[src/design/stq_pkg.sv]
// Shared constants for the sorted timer expiry queue.
// No dependencies; imported by sorted_timer_expiry_queue_unit.
`default_nettype none
package stq_pkg;
   localparam int ID_W      = 5;
   localparam int IN_TIME_W = 32;

   localparam logic [1:0] ACT_ADD    = 2'd0;
   localparam logic [1:0] ACT_ADJUST = 2'd1;
   localparam logic [1:0] ACT_DELETE = 2'd2;
   localparam logic [1:0] ACT_TICK   = 2'd3;

   localparam logic [1:0] STS_OK     = 2'd0;
   localparam logic [1:0] STS_FULL   = 2'd1;
   localparam logic [1:0] STS_ABSENT = 2'd2;
   localparam logic [1:0] STS_DUP    = 2'd3;
endpackage
`default_nettype wire

[src/design/stq_mem.sv]
// Single-port-write, single-port-read entry memory with registered read data.
// Depends on nothing; used by sorted_timer_expiry_queue_unit.
`default_nettype none
module stq_mem #(
   parameter int DEPTH = 32,
   parameter int WIDTH = 37,
   parameter int ADDR_W = 5
) (
   input  wire logic              clock,
   input  wire logic              wr_en,
   input  wire logic [ADDR_W-1:0] wr_addr,
   input  wire logic [WIDTH-1:0]  wr_data,
   input  wire logic              rd_en,
   input  wire logic [ADDR_W-1:0] rd_addr,
   output logic      [WIDTH-1:0]  rd_data
);
   logic [WIDTH-1:0] mem_ff [DEPTH];
   logic [WIDTH-1:0] rd_data_ff;

   always_ff @(posedge clock) begin
      if (wr_en) begin
         mem_ff[wr_addr] <= wr_data;
      end
      if (rd_en) begin
         rd_data_ff <= mem_ff[rd_addr];
      end
   end

   assign rd_data = rd_data_ff;
endmodule
`default_nettype wire

[src/design/sorted_timer_expiry_queue_unit.sv]
// Top level of the sorted timer expiry queue: sequencer around the entry memory.
// Depends on stq_pkg and stq_mem.
//
//   channel | direction | handshake               | payload
//   req     | in        | req_valid / req_stall   | action, timer_id, expire_time, now_time
//   rsp     | out       | rsp_valid / rsp_stall   | expired_id, expired_flag, last, status
//
// One request at a time. Each walk moves one stored entry per cycle through the memory's
// single read and write port while it is not held. Rejected requests go straight to the
// response state.
// Synchronous reset empties the queue at once; the memory needs no clearing.
// A stalled result holds in the output register; a tick walk holds while an earlier
// expired id still waits there.
`default_nettype none
module sorted_timer_expiry_queue_unit
   import stq_pkg::*;
#(
   parameter int TIMERS    = 32,
   parameter int TIME_BITS = 32
) (
   input  wire logic                 clock,
   input  wire logic                 reset,
   input  wire logic                 req_valid,
   output logic                      req_stall,
   input  wire logic [1:0]           req_action,
   input  wire logic [ID_W-1:0]      req_timer_id,
   input  wire logic [IN_TIME_W-1:0] req_expire_time,
   input  wire logic [IN_TIME_W-1:0] req_now_time,
   output logic                      rsp_valid,
   input  wire logic                 rsp_stall,
   output logic [ID_W-1:0]           rsp_expired_id,
   output logic                      rsp_expired_flag,
   output logic                      rsp_last,
   output logic [1:0]                rsp_status
);
   localparam int IDX_W = $clog2(TIMERS);
   localparam int CNT_W = $clog2(TIMERS + 1);
   localparam int ENT_W = ID_W + TIME_BITS;
   localparam int NIDS  = 1 << ID_W;

   localparam logic [2:0] ST_IDLE      = 3'd0;
   localparam logic [2:0] ST_DEL       = 3'd1;
   localparam logic [2:0] ST_INS_START = 3'd2;
   localparam logic [2:0] ST_INS       = 3'd3;
   localparam logic [2:0] ST_PUT       = 3'd4;
   localparam logic [2:0] ST_TICK      = 3'd5;
   localparam logic [2:0] ST_RSP       = 3'd6;

   logic [2:0]           state_ff, state_in;
   logic [1:0]           op_ff, op_in;
   logic [ID_W-1:0]      id_ff, id_in;
   logic [TIME_BITS-1:0] time_ff, time_in;
   logic [CNT_W-1:0]     cnt_ff, cnt_in;
   logic [NIDS-1:0]      present_ff, present_in;
   logic [IDX_W-1:0]     idx_ff, idx_in;
   logic [CNT_W-1:0]     k_ff, k_in;
   logic                 found_ff, found_in;
   logic                 pend_valid_ff, pend_valid_in;
   logic [ID_W-1:0]      pend_id_ff, pend_id_in;
   logic [1:0]           status_ff, status_in;
   logic                 rsp_valid_ff, rsp_valid_in;
   logic [ID_W-1:0]      rsp_id_ff, rsp_id_in;
   logic                 rsp_flag_ff, rsp_flag_in;
   logic                 rsp_last_ff, rsp_last_in;
   logic [1:0]           rsp_status_ff, rsp_status_in;

   logic                 rd_en, wr_en;
   logic [IDX_W-1:0]     rd_addr, wr_addr;
   logic [ENT_W-1:0]     wr_data, rd_data;
   logic [ID_W-1:0]      rd_id;
   logic [TIME_BITS-1:0] rd_time;
   logic                 out_free;

   stq_mem #(.DEPTH(TIMERS), .WIDTH(ENT_W), .ADDR_W(IDX_W)) u_mem (
      .clock   (clock),
      .wr_en   (wr_en),
      .wr_addr (wr_addr),
      .wr_data (wr_data),
      .rd_en   (rd_en),
      .rd_addr (rd_addr),
      .rd_data (rd_data)
   );

   assign rd_id    = rd_data[ENT_W-1 -: ID_W];
   assign rd_time  = rd_data[TIME_BITS-1:0];
   assign out_free = !rsp_valid_ff || !rsp_stall;
   assign req_stall = (state_ff != ST_IDLE);

   always_comb begin
      logic             more;
      logic             hold;
      logic [CNT_W-1:0] k_next;
      state_in      = state_ff;
      op_in         = op_ff;
      id_in         = id_ff;
      time_in       = time_ff;
      cnt_in        = cnt_ff;
      present_in    = present_ff;
      idx_in        = idx_ff;
      k_in          = k_ff;
      found_in      = found_ff;
      pend_valid_in = pend_valid_ff;
      pend_id_in    = pend_id_ff;
      status_in     = status_ff;
      rsp_valid_in  = rsp_valid_ff && rsp_stall;
      rsp_id_in     = rsp_id_ff;
      rsp_flag_in   = rsp_flag_ff;
      rsp_last_in   = rsp_last_ff;
      rsp_status_in = rsp_status_ff;
      rd_en         = 1'b0;
      rd_addr       = '0;
      wr_en         = 1'b0;
      wr_addr       = '0;
      wr_data       = '0;
      more          = (CNT_W'(idx_ff) + 1'b1) < cnt_ff;
      hold          = pend_valid_ff && !out_free;
      k_next        = k_ff;

      case (state_ff)
         ST_IDLE: begin
            if (req_valid) begin
               op_in         = req_action;
               id_in         = req_timer_id;
               time_in       = (req_action == ACT_TICK) ? TIME_BITS'(req_now_time)
                                                        : TIME_BITS'(req_expire_time);
               status_in     = STS_OK;
               k_in          = '0;
               found_in      = 1'b0;
               pend_valid_in = 1'b0;
               idx_in        = '0;
               case (req_action)
                  ACT_ADD: begin
                     if (present_ff[req_timer_id]) begin
                        status_in = STS_DUP;
                        state_in  = ST_RSP;
                     end else if (cnt_ff >= CNT_W'(TIMERS)) begin
                        status_in = STS_FULL;
                        state_in  = ST_RSP;
                     end else begin
                        present_in[req_timer_id] = 1'b1;
                        state_in = ST_INS_START;
                     end
                  end
                  ACT_ADJUST, ACT_DELETE: begin
                     if (!present_ff[req_timer_id]) begin
                        status_in = STS_ABSENT;
                        state_in  = ST_RSP;
                     end else begin
                        rd_en    = 1'b1;
                        state_in = ST_DEL;
                     end
                  end
                  default: begin
                     if (cnt_ff == '0) begin
                        state_in = ST_RSP;
                     end else begin
                        rd_en    = 1'b1;
                        state_in = ST_TICK;
                     end
                  end
               endcase
            end
         end
         ST_DEL: begin
            // close the gap left by the removed entry
            if (found_ff) begin
               wr_en   = 1'b1;
               wr_addr = idx_ff - 1'b1;
               wr_data = rd_data;
            end else if (rd_id == id_ff) begin
               found_in = 1'b1;
            end
            if (more) begin
               rd_en   = 1'b1;
               rd_addr = idx_ff + 1'b1;
               idx_in  = idx_ff + 1'b1;
            end else begin
               cnt_in = cnt_ff - 1'b1;
               if (op_ff == ACT_ADJUST) begin
                  state_in = ST_INS_START;
               end else begin
                  present_in[id_ff] = 1'b0;
                  state_in = ST_RSP;
               end
            end
         end
         ST_INS_START: begin
            if (cnt_ff == '0) begin
               wr_en    = 1'b1;
               wr_addr  = '0;
               wr_data  = {id_ff, time_ff};
               cnt_in   = cnt_ff + 1'b1;
               state_in = ST_RSP;
            end else begin
               rd_en    = 1'b1;
               rd_addr  = IDX_W'(cnt_ff - 1'b1);
               idx_in   = IDX_W'(cnt_ff - 1'b1);
               state_in = ST_INS;
            end
         end
         ST_INS: begin
            // walk from the tail, shifting later entries up one slot
            wr_en   = 1'b1;
            wr_addr = idx_ff + 1'b1;
            if (rd_time > time_ff) begin
               wr_data = rd_data;
               if (idx_ff == '0) begin
                  state_in = ST_PUT;
               end else begin
                  rd_en   = 1'b1;
                  rd_addr = idx_ff - 1'b1;
                  idx_in  = idx_ff - 1'b1;
               end
            end else begin
               wr_data  = {id_ff, time_ff};
               cnt_in   = cnt_ff + 1'b1;
               state_in = ST_RSP;
            end
         end
         ST_PUT: begin
            wr_en    = 1'b1;
            wr_addr  = idx_ff;
            wr_data  = {id_ff, time_ff};
            cnt_in   = cnt_ff + 1'b1;
            state_in = ST_RSP;
         end
         ST_TICK: begin
            if (rd_time <= time_ff) begin
               if (!hold) begin
                  if (pend_valid_ff) begin
                     rsp_valid_in  = 1'b1;
                     rsp_id_in     = pend_id_ff;
                     rsp_flag_in   = 1'b1;
                     rsp_last_in   = 1'b0;
                     rsp_status_in = STS_OK;
                  end
                  pend_id_in        = rd_id;
                  pend_valid_in     = 1'b1;
                  present_in[rd_id] = 1'b0;
                  k_next            = k_ff + 1'b1;
                  k_in              = k_next;
                  if (more) begin
                     rd_en   = 1'b1;
                     rd_addr = idx_ff + 1'b1;
                     idx_in  = idx_ff + 1'b1;
                  end else begin
                     cnt_in   = cnt_ff - k_next;
                     state_in = ST_RSP;
                  end
               end
            end else if (k_ff == '0) begin
               state_in = ST_RSP;
            end else if (!hold) begin
               // first live entry ends the expired run; shift the rest down
               if (pend_valid_ff) begin
                  rsp_valid_in  = 1'b1;
                  rsp_id_in     = pend_id_ff;
                  rsp_flag_in   = 1'b1;
                  rsp_last_in   = 1'b1;
                  rsp_status_in = STS_OK;
               end
               pend_valid_in = 1'b0;
               wr_en   = 1'b1;
               wr_addr = idx_ff - k_ff[IDX_W-1:0];
               wr_data = rd_data;
               if (more) begin
                  rd_en   = 1'b1;
                  rd_addr = idx_ff + 1'b1;
                  idx_in  = idx_ff + 1'b1;
               end else begin
                  cnt_in   = cnt_ff - k_ff;
                  state_in = ST_RSP;
               end
            end
         end
         ST_RSP: begin
            if (pend_valid_ff) begin
               if (out_free) begin
                  rsp_valid_in  = 1'b1;
                  rsp_id_in     = pend_id_ff;
                  rsp_flag_in   = 1'b1;
                  rsp_last_in   = 1'b1;
                  rsp_status_in = STS_OK;
                  pend_valid_in = 1'b0;
                  state_in      = ST_IDLE;
               end
            end else if (op_ff != ACT_TICK || k_ff == '0) begin
               if (out_free) begin
                  rsp_valid_in  = 1'b1;
                  rsp_id_in     = '0;
                  rsp_flag_in   = 1'b0;
                  rsp_last_in   = 1'b1;
                  rsp_status_in = status_ff;
                  state_in      = ST_IDLE;
               end
            end else begin
               state_in = ST_IDLE;
            end
         end
         default: begin
            state_in = ST_IDLE;
         end
      endcase
   end

   always_ff @(posedge clock) begin
      if (reset) begin
         state_ff      <= ST_IDLE;
         cnt_ff        <= '0;
         present_ff    <= '0;
         pend_valid_ff <= 1'b0;
         rsp_valid_ff  <= 1'b0;
      end else begin
         state_ff      <= state_in;
         cnt_ff        <= cnt_in;
         present_ff    <= present_in;
         pend_valid_ff <= pend_valid_in;
         rsp_valid_ff  <= rsp_valid_in;
      end
      op_ff         <= op_in;
      id_ff         <= id_in;
      time_ff       <= time_in;
      idx_ff        <= idx_in;
      k_ff          <= k_in;
      found_ff      <= found_in;
      pend_id_ff    <= pend_id_in;
      status_ff     <= status_in;
      rsp_id_ff     <= rsp_id_in;
      rsp_flag_ff   <= rsp_flag_in;
      rsp_last_ff   <= rsp_last_in;
      rsp_status_ff <= rsp_status_in;
   end

   assign rsp_valid        = rsp_valid_ff;
   assign rsp_expired_id   = rsp_id_ff;
   assign rsp_expired_flag = rsp_flag_ff;
   assign rsp_last         = rsp_last_ff;
   assign rsp_status       = rsp_status_ff;
endmodule
`default_nettype wire
[config.mk]
export PLATFORM = sky130hd
export DESIGN_NAME = sorted_timer_expiry_queue_unit
export DESIGN_NICKNAME = d
export VERILOG_FILES = /design/src/design/stq_pkg.sv /design/src/design/stq_mem.sv /design/src/design/sorted_timer_expiry_queue_unit.sv
export SDC_FILE = /design/constraint.sdc
export NUM_CORES = 2
export LEC_CHECK = 0
export BUFFER_PORTS_ARGS = -buffer_cell sky130_fd_sc_hd__clkbuf_2
export CORE_MARGIN = 2
export CORE_UTILIZATION = 45
export DETAILED_ROUTE_END_ITERATION = 7
export MAX_ROUTING_LAYER = met4
export PLACE_DENSITY = 0.57
export SYNTH_ARGS = -nofsm -noshare
export SYNTH_HDL_FRONTEND = slang
export SYNTH_SLANG_ARGS = --single-unit
[constraint.sdc]
create_clock -name clock -period 12.4 [get_ports clock]
set_clock_uncertainty 0.1 [all_clocks]
set_input_delay 1.86 -clock clock [delete_from_list [all_inputs] [get_ports clock]]
set_output_delay 1.86 -clock clock [all_outputs]
set_load 0.01 [all_outputs]
==> results.ini <==
[setup_path]
required_ns = 12.84
r2r_start = u_mem.rd_data[10]$_DFFE_PP_
cp_max_fo = 63
reg2reg_depth = 15
crit_path_start_kind = register
end_kind = register
r2r_slack_ns = 5.38
critPathKind = register to register
rr_endpoint = u_mem.rd_data[18]$_DFFE_PP_
worstPathArrival_ns = 7.45

[synthesis]
synth_edf_count = 1288
synth_compound_area_share_pct = 10.4
ys_ff_latch = 1331
synth_area_leader_cell = edfxtp_1
ys_types = 71
ys_seq_area_share_pct = 71.0
synthMuxAreaShare_pct = 7.56
netlist_top_cells_area = edfxtp_1 (69%), mux2_2 (2.9%), mux4_2 (2.9%)
yosys_most_used_dff = edfxtp_1
synthXorXnorAreaFrac_pct = 0.488
synth-adder-area-share_pct = 1.29
avgSynthCellArea_um2 = 15.1
synth.top_cell.area_share_pct = 69.5
synth_top_family_by_area = compound AO/OA/AOI/OAI gates
netlist_area_mm2 = 0.0557
async_reset_ff_share_pct = 0
synthSimpleGateAreaFrac_pct = 6.78
synth_nets = 3810
yosysWarnings = 0
synthCells = 3679

[routing]
drt_first_pass_iters = 7
remaining_drc_errors = 0
drt_iter0_drc = 4367
vias = 34000
vias_per_cell = 6.21
ant_nets = 0
drt-total-wl_um = 162000
post_drt_wl_per_cell_um = 29.6

[clock_network]
cts_inserted_buffers = 143
insertion_delay_ns = 0.80
cts_tree = yes
cts.sinks = 1331
post_cts_resized = 0
hold_buffers = 0
cts-root-buf = clkbuf_16
clkTransAtPathRegs_ns = 0.06
postCtsSetupBuffers = 0
htree_levels = 4
clockBufferDepth = 3

[sta]
finalHoldViolCount = 0
tightestPinTransition_ns = 1.22
post-route-period-util_pct = 56.6
finalSetupTns_ns = 0
fmax_ghz = 0.142
fin_crit_ns = 7.02
setup_viol = 0
relSlewSlack_pct = 18.8
slew_violations = 0
holdWs_ns = 0.407
rsz0062_at_grt = false

[placement]
io_buffers = 85
dp_hpwl_um = 90300
routabilityCongestion = 0.926

[die]
dieWidth_um = 356
die_y_um = 356
fp.dieArea_mm2 = 0.127
ios = 86
rows = 129
coreArea_mm2 = 0.123
start_util_pct = 45.2

[global_route]
grt_start_max_net_pins = 157
grt-ovfl-total = 0
grt_pass1_vias = 32500
grt_usage_pct = 26.3
grt_pass1_wl_um = 233000
antenna_found_initial = 4

[worst_hold_path]
min_from = present_ff[9]$_SDFFE_PP0P_
hold_class = register to register
holdPathEnd = present_ff[9]$_SDFFE_PP0P_
worstHoldPathCells = 2

[job]
cap_violations = 0

[layout]
fin_nets = 3864
drive_above_1_share_pct = 16.5
final_util_pct = 50.6
syn2layout_area_growth_pct = 12.0

[pwr]
leakage_nw = 20.9
ir_drop_uv = 275
p_per_area_mw_per_mm2 = 259

[run_status]
status = completed

-- state kept, by name, summed over array words and instances, names as in the netlist, 3 cells and up --
signal,count
u_mem.mem_ff,1184
pend_id_ff,5
id_ff,5
state_ff,3
u_mem.rd_data,37
time_ff,32
rsp_expired_id,5
idx_ff,5
k_ff,6
present_ff,32
cnt_ff,6
-- layout make-up --
type | instances | area, um^2
clock buffers | 177 | 3760
repair buffers | 165 | 1050
inverters | 63 | 236
fillers | 10200 | 61000
clock inverters | 70 | 604
diodes | 3 | 7.51
multi-input cells | 2029 | 15100
flip-flops and latches | 1331 | 39500
well taps | 1637 | 2050
-- worst max path at each step --
stage	from	end	slack, ns	cells past startpoint
after floorplan	rsp_stall	u_mem.mem_ff[14][0]$_DFFE_PP_	6.88	8
after global placement	u_mem.rd_data[10]$_DFFE_PP_	u_mem.rd_data[18]$_DFFE_PP_	5.36	15
after detailed placement	u_mem.rd_data[10]$_DFFE_PP_	u_mem.rd_data[18]$_DFFE_PP_	5.32	15
after CTS	u_mem.rd_data[10]$_DFFE_PP_	u_mem.rd_data[18]$_DFFE_PP_	5.35	15
after global routing	u_mem.rd_data[10]$_DFFE_PP_	u_mem.rd_data[18]$_DFFE_PP_	5.08	15
final	u_mem.rd_data[10]$_DFFE_PP_	u_mem.rd_data[18]$_DFFE_PP_	5.38	15
-- routing by layer --
metal  share of wire [%]  track usage, %
met1                  43            36.5
met2                  46            39.3
met3                 8.3            4.84
met4                 3.0            8.74
met5                   0               -
-- power by group --
part,internal [mW],switching (mW)
combinational,1.82,3.98
sequential,6.04,0.267
clock,2.30,1.76
-- kinds of logic (layout without fill, tap and decap cells) --
| kind of cell | Yosys count | count (layout) |
|---|---|---|
| muxes | 307 | 307 |
| and+or+nand+nor | 803 | 803 |
| DFF | 1331 | 1331 |
| xor gates and xnor gates | 31 | 31 |
| buffers and inverters | 319 | 475 |
| AOI/OAI and AO/OA | 832 | 832 |
| adders and majority gates | 56 | 56 |
| other | 0 | 3 |
-- Yosys cell counts, drive strengths merged (49+ instances only) --
library cell / count
o21ai: 61
a211oi: 107
nor2: 118
a211o: 64
a21oi: 117
inv: 62
nand2: 371
buf: 70
mux4: 71
a31oi: 58
o22ai: 209
ha: 54
clkbuf: 186
mux2: 198
and3: 160
nor3: 49
edfxtp: 1288
-- cell usage in the layout, fill, tap and decap left out, types with 43 or more instances in the layout --
cell type / instances
nand2_1: 363
buf_4: 77
ha_1: 53
mux2_2: 143
a31oi_1: 57
and3_1: 160
o22ai_1: 209
a21oi_1: 115
nor2_1: 82
dfxtp_1: 43
o21ai_0: 45
edfxtp_1: 1288
clkbuf_2: 86
mux2_1: 55
clkbuf_16: 145
mux4_2: 71
inv_1: 61
nor3_1: 49
a211oi_1: 107
a211o_1: 64
-- through the flow --
step	area (um^2)	total power, mW	cells	setup WS, ns
2_1_floorplan	55700	10.1	3679	6.88
3_3_place_gp	58000	12.1	5224	5.36
3_5_place_dp	58000	12.1	5224	5.32
4_1_cts	62300	16.2	5471	5.35
5_1_grt	62400	16.8	5475	5.08
6_report	62400	16.2	5475	5.38
-- critical path, cell delays in order, from the launching register on --
cell and delay [ns]:
edfxtp_1 0.61, ha_1 0.42, nand4_1 0.32, nor4_1 0.79, nand2_1 0.18, a21boi_1 0.24, a21oi_2 0.51, a31oi_4 0.14
buf_4 0.40, a21oi_4 0.22, buf_4 0.73, buf_4 0.77, mux4_2 0.59, o22ai_1 0.29, a21oi_1 0.17, and3_1 0.23
(Power assumes the default switching activity.)
